==> src/design/prq_pkg.sv <==
`timescale 1ns / 1ps
// prq_pkg: field widths, codes and record types for the packet ring queue.
// No dependencies; used by prq_outreg, packet_ring_queue and both bench files.
package prq_pkg;

	localparam int BYTE_W   = 8;
	localparam int LEN_W    = 11;
	localparam int ID_W     = 16;
	localparam int BUDGET_W = 14;
	localparam int STAT_W   = 3;

	localparam logic [BUDGET_W-1:0] BUDGET_RESET = 14'd8192;
	localparam logic [LEN_W-1:0]    LIMIT_RESET  = 11'd1024;

	localparam logic ACT_PUSH = 1'b0;
	localparam logic ACT_POP  = 1'b1;

	typedef enum logic [STAT_W-1:0] {
		ST_TAKEN  = 3'd0,
		ST_COMMIT = 3'd1,
		ST_REJECT = 3'd2,
		ST_POP    = 3'd3,
		ST_EMPTY  = 3'd4
	} status_t;

	typedef enum logic [1:0] {
		MD_IDLE    = 2'd0,
		MD_ACCEPT  = 2'd1,
		MD_DISCARD = 2'd2
	} mode_t;

	typedef enum logic {
		S_IDLE = 1'b0,
		S_EXEC = 1'b1
	} fsm_t;

	typedef enum logic [0:0] {
		CFG_BUDGET = 1'b0,
		CFG_LIMIT  = 1'b1
	} cfg_idx_t;

	typedef struct packed {
		logic              action;
		logic [BYTE_W-1:0] data_byte;
		logic              last;
		logic [LEN_W-1:0]  packet_length;
		logic [ID_W-1:0]   packet_id;
	} item_t;

	typedef struct packed {
		logic [LEN_W-1:0] len;
		logic [ID_W-1:0]  id;
	} meta_t;

	typedef struct packed {
		status_t           status;
		logic [BYTE_W-1:0] out_byte;
		logic [ID_W-1:0]   out_id;
		logic [LEN_W-1:0]  out_length;
		logic              out_last;
	} result_t;

endpackage

==> src/design/prq_outreg.sv <==
`timescale 1ns / 1ps
// prq_outreg: result register on the output channel; holds a beat until taken.
// Depends on prq_pkg.
module prq_outreg (
	input  logic             clk,
	input  logic             arst_n,
	input  logic             load,
	input  prq_pkg::result_t res_in,
	output logic             ld_ready,
	output logic             out_valid,
	input  logic             out_ready,
	output prq_pkg::result_t res_out
);

	logic             valid_q;
	prq_pkg::result_t res_q;

	assign ld_ready  = !valid_q || out_ready;
	assign out_valid = valid_q;
	assign res_out   = res_q;

	always_ff @(posedge clk or negedge arst_n) begin
		if (!arst_n) begin
			valid_q <= 1'b0;
		end else if (load) begin
			valid_q <= 1'b1;
		end else if (out_ready) begin
			valid_q <= 1'b0;
		end
	end

	always_ff @(posedge clk) begin
		if (load) begin
			res_q <= res_in;
		end
	end

endmodule

==> config.mk <==
export PLATFORM = sky130hd
export DESIGN_NAME = prq_outreg
export DESIGN_NICKNAME = d
export VERILOG_FILES = /design/src/design/prq_pkg.sv /design/src/design/prq_outreg.sv
export SDC_FILE = /design/constraint.sdc
export NUM_CORES = 1
export LEC_CHECK = 0
export BUFFER_PORTS_ARGS = -buffer_cell sky130_fd_sc_hd__buf_2
export CORE_MARGIN = 5
export CORE_UTILIZATION = 40
export DETAILED_ROUTE_END_ITERATION = 8
export PLACE_DENSITY = 0.9
export SETUP_SLACK_MARGIN = 0.02
export SYNTH_ARGS = -nofsm -noshare
export SYNTH_HDL_FRONTEND = slang
export SYNTH_SLANG_ARGS = --single-unit
==> constraint.sdc <==
create_clock -name clk -period 0.95 [get_ports clk]
set_clock_uncertainty 0.15 [all_clocks]
set_input_delay 0.19 -clock clk [delete_from_list [all_inputs] [get_ports clk]]
set_output_delay 0.19 -clock clk [all_outputs]
set_load 0.02 [all_outputs]
==> flow_metrics.tcl <==
set metrics [dict create \
    clock.fmax_mhz 734 \
    slew_viol_final 0 \
    regToRegStartpoint "out_valid" \
    yosysTopAreaCell "edfxtp_1" \
    cts_buffers 5 \
    place_ws_ns -0.0281 \
    cp_max_fo 2 \
    switchingPower_mw 0.975 \
    grt_pass1_wl_um 5620 \
    period_share_pct 144 \
    htreeDepth 2 \
    drc_errors 0 \
    syn-num-nets 85 \
    finalPower_mw 4.02 \
    yosys_warnings 0 \
    initial_core_util_pct 40.9 \
    yosys.area.top_type_share_pct 96.1 \
    max-clock-path-buffers 2 \
    clkSinkCount 40 \
    synth.avg_cell_area_um2 29.0 \
    grt_usage_pct 19.4 \
    insertedDiodeCount 0 \
    worstPathRequired_ns 0.61 \
    ys_seq_area_share_pct 98.2 \
    crit-reg2reg-capture "out_valid" \
    die_h_um 65.2 \
    routed_wl_um 3830 \
    io_buffers 83 \
    ff2ff_path_depth 3 \
    ios 84 \
    switching_share_pct 24.3 \
    fp-row-count 20 \
    period_minus_slack_ns 1.36 \
    grt_max_degree 23 \
    worst_hold_path_type "in2async" \
    maxSlewHeadroom_pct 90.6 \
    globalplace.congestion 0.676 \
    floorplan.core_area_mm2 0.00298 \
    antenna_left 0 \
    clkTransAtPathRegs_ns 0.14 \
    cap_violations 0 \
    synth_cells 42 \
    ys_types 4 \
    drive_gt1_share_pct 55.1 \
    most-common-layout-cells "51 x buf_2, 40 x dlygate4sd3_1, 39 x edfxtp_1" \
    crit_path_end_kind "output pin" \
    ir_drop_mv 1.15 \
    p_int_mw 3.04 \
    insertion_delay_ns 0.36 \
    instances_no_fill 209 \
    reg2reg_setup_slack_ns -0.01 \
    tightestPinTransition_ns 0.141 \
    wl_per_cell_um 18.3 \
    antenna_found_initial 0 \
    grt-ovfl-total 0 \
    seq_power_share_pct 53.6 \
    crit_path_start_kind "flip-flop" \
    final_common_cell "buf_2" \
    area_growth_pct 97.3 \
    ys_seq_elements 40 \
    ys_top_cells_by_area "edfxtp_1 96%, dfrtp_1 2.1%, nand2b_4 1.1%" \
    synth_area_mm2 0.00122 \
    vias 969 \
    holdWs_ns -0.00404 \
    p_clk_share_pct 28.1 \
    setup_violations 42 \
    setup_slack_ns -0.413 \
    cts_tree "built" \
    viasPerCell 4.64 \
    crit_path_start "out_valid" \
    hold_viol 1 \
    outcome "finished with violations" \
    first_global_vias 1077 \
    die_area_mm2 0.00425 \
    grt_setup_unrepaired "yes" \
    drt_first_pass_iters 4 \
    violations "hold timing, setup timing" \
    powerDensity_mw_per_mm2 1670 \
    worstPathArrival_ns 1.02 \
    leakagePower_nw 1.03 \
    nets 218 \
    crit_type "reg2out" \
    p_comb_share_pct 18.3 \
    drtIter0Drc 35 \
    final_util_pct 80.8 \
    dp_cells 160 \
    root_buffer "clkbuf_4" \
    die_width_um 65.2 \
]
sequential cells by signal (all words and copies together) (netlist names):
register   cells
out_valid      1
res_out       39
critical path: stages, from the launching register on:
cell      delay, ns
dfrtp_2        0.46
nand2b_4       0.09
buf_6          0.12
how the worst max path moves through the flow:
stage                          end  depth (start not counted)
final                     ld_ready                          2
after CTS                 ld_ready                          2
after global routing      ld_ready                          2
after global placement    ld_ready                          2
after floorplan           ld_ready                          1
after detailed placement  ld_ready                          2
cell type report:
| type | instances | area (µm²) |
|---|---|---|
| timing repair buffer | 126 | 1060 |
| tap | 33 | 41.3 |
| fill | 138 | 573 |
| sequential | 40 | 1200 |
| clock buffer | 5 | 37.5 |
| clock inverter | 3 | 42.5 |
| multi-input combinational | 2 | 22.5 |
cells in the mapped netlist, drive strengths merged:
master,instances
nand2b,2
dfrtp,1
edfxtp,39
power by group through the flow:
stage | combinational [mW] | sequential [mW] | clock, mW
floorplan | 0.0122 | 2.35 | 0
global placement | 0.454 | 2.16 | 0
detailed placement | 0.466 | 2.16 | 0
CTS | 0.650 | 2.13 | 1.12
global route | 0.775 | 2.17 | 1.24
finish | 0.736 | 2.15 | 1.13
logic make-up (layout without fill, tap and decap cells):
logic type | count (synthesis) | count (layout) | share of synthesized area, %
buffers and inverters | 0 | 134 | 0
DFF | 40 | 40 | 98.2
and+or+nand+nor | 2 | 2 | 1.85
per-stage QoR:
stage          instance area (µm²)  TNS, ns
6_report                      2400   -12.12
5_1_grt                       2400   -14.11
4_1_cts                       2290   -12.01
3_5_place_dp                  1720   -0.669
3_3_place_gp                  1720  -0.0158
2_1_floorplan                 1220        0
layer usage:
metal  global-route usage [%]  vias to the layer above  routed length (µm)
li1                         -                      433                   -
met1                     22.7                      460                1470
met2                     29.8                       69                1820
met3                     8.55                        7                 445
met4                     10.9                        0                  91
met5                        0                        -                   0
what timing repair did:
| action | CTS | global route |
|---|---|---|
| endpoints found under the hold margin | 41 | 0 |
| resized for setup | 28 | 37 |
| buffers inserted | 0 | 1 |
| setup endpoints to repair | 41 | 42 |
| hold buffers | 41 | 0 |
No activity file was read; power rests on OpenSTA's default activity.
