--- src/design/prq_ram.sv ---
`timescale 1ns / 1ps
// prq_ram: generic single-clock RAM, one write and one read port, registered read.
// No dependencies.
module prq_ram #(
	parameter int WIDTH = 8,
	parameter int DEPTH = 16
) (
	input  logic                     clk,
	input  logic                     wr_en,
	input  logic [$clog2(DEPTH)-1:0] wr_addr,
	input  logic [WIDTH-1:0]         wr_data,
	input  logic                     rd_en,
	input  logic [$clog2(DEPTH)-1:0] rd_addr,
	output logic [WIDTH-1:0]         rd_data
);

	logic [WIDTH-1:0] mem [DEPTH];

	always_ff @(posedge clk) begin
		if (wr_en) begin
			mem[wr_addr] <= wr_data;
		end
		if (rd_en) begin
			rd_data <= mem[rd_addr];
		end
	end

endmodule

--- config.mk ---
export PLATFORM = sky130hd
export DESIGN_NAME = prq_ram
export DESIGN_NICKNAME = d
export VERILOG_FILES = /design/src/design/prq_ram.sv
export SDC_FILE = /design/constraint.sdc
export NUM_CORES = 1
export LEC_CHECK = 0
export ABC_AREA = 1
export BUFFER_PORTS_ARGS = -buffer_cell sky130_fd_sc_hd__buf_4
export CAP_MARGIN = 10
export CORE_UTILIZATION = 55
export CTS_BUF_LIST = sky130_fd_sc_hd__clkbuf_16
export DETAILED_ROUTE_END_ITERATION = 8
export GPL_ROUTABILITY_DRIVEN = 0
export PLACE_DENSITY = 0.86
export SYNTH_ARGS = -nofsm -noshare
export SYNTH_HDL_FRONTEND = slang
export SYNTH_SLANG_ARGS = --single-unit
--- constraint.sdc ---
create_clock -name clk -period 1 [get_ports clk]
set_input_delay 0.05 -clock clk [delete_from_list [all_inputs] [get_ports clk]]
set_output_delay 0.05 -clock clk [all_outputs]
set_load 0.01 [all_outputs]
==> impl_metrics.json, run 1 <==
{
  "status": "finished, violations left",
  "failed_checks": "negative setup slack",
  "vias_per_cell": 5.70,
  "row_count": 37,
  "final_cells": 748,
  "fp.dieArea_sq_um": 11000,
  "grt_max_degree": 33,
  "synthFlopType": "edfxtp_1",
  "crit_buf_inv": 0,
  "yosys-top-cells-area": "edfxtp_1, nand2_1, nand3_1",
  "start_util_pct": 56.6,
  "clk-insertion-delay-late_ns": 0.42,
  "cp-start-kind": "register",
  "syn_nets": 570,
  "die_h_um": 105,
  "routed_wl_um": 14700,
  "p_per_area_nw_per_um2": 1970,
  "htreeDepth": 4,
  "ys_async_sr_fraction_pct": 0,
  "grt_first_pass_wirelength_um": 22100,
  "netlist_area_sq_um": 5850,
  "track_usage_pct": 27.4,
  "final_nets": 619,
  "rsz0062_at_grt": "yes",
  "crit_fanout": 1,
  "synth.most_common_cell": "nand2_1",
  "path_cells": "nand2_1, nand2_1, nand2_1, nand3_1, nand3_1, nand2_1",
  "crit_arrival_ns": 1.33,
  "clk_pin_slew_worst_paths_ns": 0.06,
  "clock-root-buffer": "clkbuf_16",
  "setup_slack_ns": -0.153,
  "overflow": 0,
  "ir_worst_vdd_mv": 1.02,
  "yosys_warnings": 0,
  "slowest_stage": "edfxtp_1",
  "grt_pass1_vias": 4195,
  "syn_area_per_cell_sq_um": 10.6,
  "final-hold-violation-count": 0,
  "hpwl_um": 8180,
  "report.final.slew_viol_count": 0,
  "tightestPinTransition_ns": 0.669,
  "numCtsBuffers": 17,
  "setup_viol": 13,
  "antenna_found_initial": 0,
  "drive_gt1_share_pct": 20.8,
  "synth_edf_count": 136,
  "p_leak_nw": 3.10,
  "die_w_um": 105,
  "slowest_delay_ns": 0.40,
  "first_pass_iters": 5,
  "yosys-top-cells-count": "nand2_1, edfxtp_1, inv_1, nand3_1, nor2_1",
  "boundaryPins": 27,
  "core-area_sq_um": 10300,
  "num_antenna_cells": 0,
  "seq_area_frac_synth_pct": 69.8,
  "final_util_pct": 69.6,
  "yosys.area.top_type_share_pct": 69.8,
  "areaGrowthSynthToFinish_pct": 22.8,
  "finalCritPeriodShare_pct": 115,
  "fillCellCount": 628,
  "postCtsSetupBuffers": 0,
  "ant_nets": 0,
  "critical_path.top_delay_family": "simple AND/OR/NAND/NOR gates",
  "dr.first_iter.drc_count": 483,
  "crit_path_frequent_cell": "nand2_1",
  "drc": 0,
  "wire_per_inst_um": 19.6,
  "maxCapViolCount": 0,
  "min_path_type": "primary input to register",
  "portBuffers": 26,
  "cts_tree": "built",
  "synth.distinct_cells": 11,
  "finClkSkew_ns": 0.00591,
  "fmax_mhz": 867,
  "synth-seq-cells": 136,
  "yosys.area.top_type": "edfxtp_1",
  "dp_cells": 713,
  "period_needed_ns": 1.15,
  "max_slew_margin_pct": 55.4,
  "worst_ep_required_time_ns": 1.17,
  "synth_cells": 551,
  "clock_path_buffers": 2,
  "cts.sinks": 136,
  "num_vias": 4261,
  "critPathKind": "register to register",
  "endpoint_kind": "register"
}
-- state kept, by name, indices dropped and copies added (netlist names) --
register,flops
mem,128
rd_data,8
-- layout make-up --
cell class	count	area [sq um]	share of cell area, %
flip-flops and latches	136	4080	56.9
multi-input cells	289	1420	19.8
repair buffers	54	488	6.79
clock buffers	17	425	5.92
inverters	102	383	5.33
clock inverters	14	208	2.89
well taps	136	170	2.37
-- through the flow --
stage,setup TNS [ns],hold WS [ns],instance area [sq um],total power [mW],worst slack [ns]
final,-1.18,0.00245,7180,14.2,-0.153
after global routing,-1.51,0.0129,7180,14.4,-0.187
after CTS,-1.01,0.00128,7070,14.1,-0.112
after detailed placement,-3.58,0.351,6280,7.41,-0.260
after global placement,-2.79,0.349,6280,7.38,-0.213
after floorplan,-0.0540,0.149,5850,7.03,-0.000845
-- layer usage --
metal | vias to the layer above | global-route usage, % | wire (um)
met1 | 1993 | 34.4 | 5310
met2 | 317 | 43.5 | 7010
met5 | - | 0 | 0
met3 | 74 | 5.36 | 1470
li1 | 1877 | - | -
met4 | 0 | 18.1 | 910
-- placed cells by master (no fill, tap or decap), drive strengths merged --
cell,instances
nand3b,2
clkbuf,17
bufinv,5
clkinvlp,4
dlygate4sd3,4
nand2,173
edfxtp,136
nand3,97
inv,103
nor2,17
clkinv,4
buf,50
-- cells by family (layout without fill, tap and decap cells) --
kind of cell	count (synthesis)	after routing	share of synthesized area, %
AND/OR/NAND/NOR	289	289	20.8
flip-flops	136	136	69.8
buffers and inverters	126	187	9.39
-- where the power goes --
group	internal [mW]	switching (mW)
Clock	4.38	2.32
Combinational	0.331	0.651
Sequential	6.42	0.0472
Total	11.1	3.02
-- worst paths after layout --
path / from / end / slack [ns] / cells past startpoint
worst max-delay path: mem[2][6]$_DFFE_PP_ / rd_data[6]$_DFFE_PP_ / -0.15 / 6
worst min-delay path: wr_data[1] / mem[10][1]$_DFFE_PP_ / 0.002 / 1
worst max register to register: mem[2][6]$_DFFE_PP_ / rd_data[6]$_DFFE_PP_ / -0.15 / 6
worst min register to register: mem[2][3]$_DFFE_PP_ / rd_data[3]$_DFFE_PP_ / 0.78 / 6
-- repair_timing --
action | 4_1_cts | 5_1_grt
gates cloned | 0 | 0
hold endpoints to repair | 56 | 0
gates resized for setup | 26 | 27
pin swaps | 10 | 14
hold buffers | 4 | 0
setup endpoints to repair | 13 | 14
Note: power is estimated with default switching activity, not from simulation.
==> run 2: changes to the inputs <==
MAX_ROUTING_LAYER = met4   (was default)
RECOVER_POWER = 50   (was default)
==> run 2 against run 1 <==
Against the previous run: critical endpoint is now rd_data[2]$_DFFE_PP_; largest power group unchanged; sequential cell count stayed put; the run still ends with negative setup slack left; hold slack better by 0.075 ns; via count is 0.77% higher; highest routed layer unchanged.
==> impl_metrics.json, run 2 (same netlist as run 1, synthesis figures left out) <==
{
  "path_cells": "inv_1, nand2_1, nand3_1, nand3_2, nand3_2, nand2_1",
  "final-hold-violation-count": 0,
  "final_cells": 748,
  "total_power_mw": 14.1,
  "ant_nets": 0,
  "reg2reg_slack_ns": -0.15,
  "grt_pass1_vias": 4208,
  "endpoint_kind": "register",
  "status": "finished, violations left",
  "largest_register_ffs": 128,
  "portBuffers": 26,
  "finClkSkew_ns": 0.00584,
  "cp-start-kind": "register",
  "crit_arrival_ns": 1.31,
  "num_vias": 4294,
  "htreeDepth": 4,
  "period_needed_ns": 1.15,
  "rsz0062_at_grt": "yes",
  "first_pass_iters": 7,
  "boundaryPins": 27,
  "fillCellCount": 640,
  "die_w_um": 105,
  "cts_tree": "built",
  "grt_first_pass_wirelength_um": 22100,
  "numCtsBuffers": 17,
  "dr.first_iter.drc_count": 582,
  "p_leak_nw": 3.04,
  "drc": 0,
  "clock_path_buffers": 2,
  "fmax_mhz": 873,
  "ff_latch_area_sq_um": 4080,
  "min_path_type": "primary input to register",
  "grt_max_degree": 33,
  "r2r-end": "rd_data[2]$_DFFE_PP_",
  "failed_checks": "negative setup slack",
  "cp.depth": 6,
  "setup_viol": 13,
  "layout_common_cells": "nand2_1, edfxtp_1, inv_1, nand3_1, nand3_2",
  "slowest_stage": "edfxtp_1",
  "row_count": 37,
  "regMostFlops": "mem",
  "multi_input_area_sq_um": 1420,
  "rr_worst_depth": 6,
  "clk_pin_slew_worst_paths_ns": 0.06,
  "max_slew_margin_pct": 30.7,
  "finalCritPeriodShare_pct": 115,
  "whs_endpoint": "rd_data[0]$_DFFE_PP_",
  "maxCapViolCount": 0,
  "final_nets": 619,
  "critical_path.top_delay_family": "simple AND/OR/NAND/NOR gates",
  "final_common_cell": "nand2_1",
  "clk-insertion-delay-late_ns": 0.42,
  "r2r_start": "mem[9][2]$_DFFE_PP_",
  "areaGrowthSynthToFinish_pct": 21.9,
  "report.final.slew_viol_count": 0,
  "vias_per_cell": 5.74,
  "drive_gt1_share_pct": 18.6,
  "wire_per_inst_um": 19.8,
  "top_regs": "mem x128, rd_data x8",
  "setup_slack_ns": -0.146,
  "p_per_area_nw_per_um2": 1980,
  "track_usage_pct": 28.2,
  "crit_buf_inv": 1,
  "worst_ep_required_time_ns": 1.17,
  "num_antenna_cells": 0,
  "hold_depth": 3,
  "min_from": "rd_addr[3]",
  "dp_cells": 713,
  "core-area_sq_um": 10300,
  "routed_wl_um": 14800,
  "start_util_pct": 56.6,
  "hpwl_um": 8180,
  "slowest_delay_ns": 0.37,
  "overflow": 0,
  "die_h_um": 105,
  "fp.dieArea_sq_um": 11000,
  "ir_worst_vdd_mv": 0.996,
  "tightestPinTransition_ns": 1.04,
  "antenna_found_initial": 0,
  "crit_fanout": 1,
  "cts.sinks": 136,
  "critPathKind": "register to register",
  "clock-root-buffer": "clkbuf_16"
}
run 2: layout make-up:
class                      count  area share [%]
multi-input combinational    289            20.0
tap                          136            2.39
clock buffer                  17            5.97
inverter                     102            5.37
sequential                   136            57.3
clock inverter                14            2.91
timing repair buffer          54            6.06
run 2: worst max path at each step:
| stage | slack [ns] | end | startpoint |
|---|---|---|---|
| 3_5_place_dp | -0.26 | rd_data[5]$_DFFE_PP_ | rd_addr[1] |
| 2_1_floorplan | -0.0008 | mem[4][0]$_DFFE_PP_ | wr_addr[3] |
| 5_1_grt | -0.19 | rd_data[1]$_DFFE_PP_ | mem[15][1]$_DFFE_PP_ |
| 6_report | -0.15 | rd_data[2]$_DFFE_PP_ | mem[9][2]$_DFFE_PP_ |
| 3_3_place_gp | -0.21 | rd_data[1]$_DFFE_PP_ | rd_addr[1] |
| 4_1_cts | -0.11 | rd_data[5]$_DFFE_PP_ | mem[4][5]$_DFFE_PP_ |
run 2: power by group:
part           internal, mW  total [mW]  switching, mW
Clock                  4.38        6.70           2.32
Combinational         0.310       0.962          0.652
Sequential             6.43        6.47         0.0467
Total                  11.1        14.1           3.02
run 2: worst min-delay path, cell delays in order:
cell and delay [ns]:
buf_4 0.18, nand3_1 0.10, nand2_1 0.06
run 2: repair_timing:
action | CTS | global route
buffers inserted | 0 | 0
endpoints found under the setup margin | 13 | 14
hold buffers | 4 | 0
pin swaps | 10 | 14
gates resized for setup | 26 | 27
hold endpoints to repair | 56 | 0
run 2: per-stage QoR:
stage / setup TNS [ns] / instance area, sq um / setup slack [ns] / hold slack (ns) / utilization [%]
CTS: -1.01 / 7070 / -0.112 / 0.00128 / 68.4
global route: -1.55 / 7130 / -0.187 / 0.0806 / 69.0
finish: -1.13 / 7130 / -0.146 / 0.0772 / 69.0
detailed placement: -3.58 / 6280 / -0.260 / 0.351 / 60.8
floorplan: -0.0540 / 5850 / -0.000845 / 0.149 / -
global placement: -2.79 / 6280 / -0.213 / 0.349 / 60.8
run 2: layer usage:
| metal | vias to the layer above | GRT usage, % | part of all wire (%) |
|---|---|---|---|
| li1 | 1877 | - | - |
| met1 | 2017 | 34.4 | 35 |
| met2 | 325 | 43.0 | 48 |
| met3 | 75 | 5.43 | 11 |
| met4 | 0 | 18.7 | 6.0 |
| met5 | - | - | 0 |
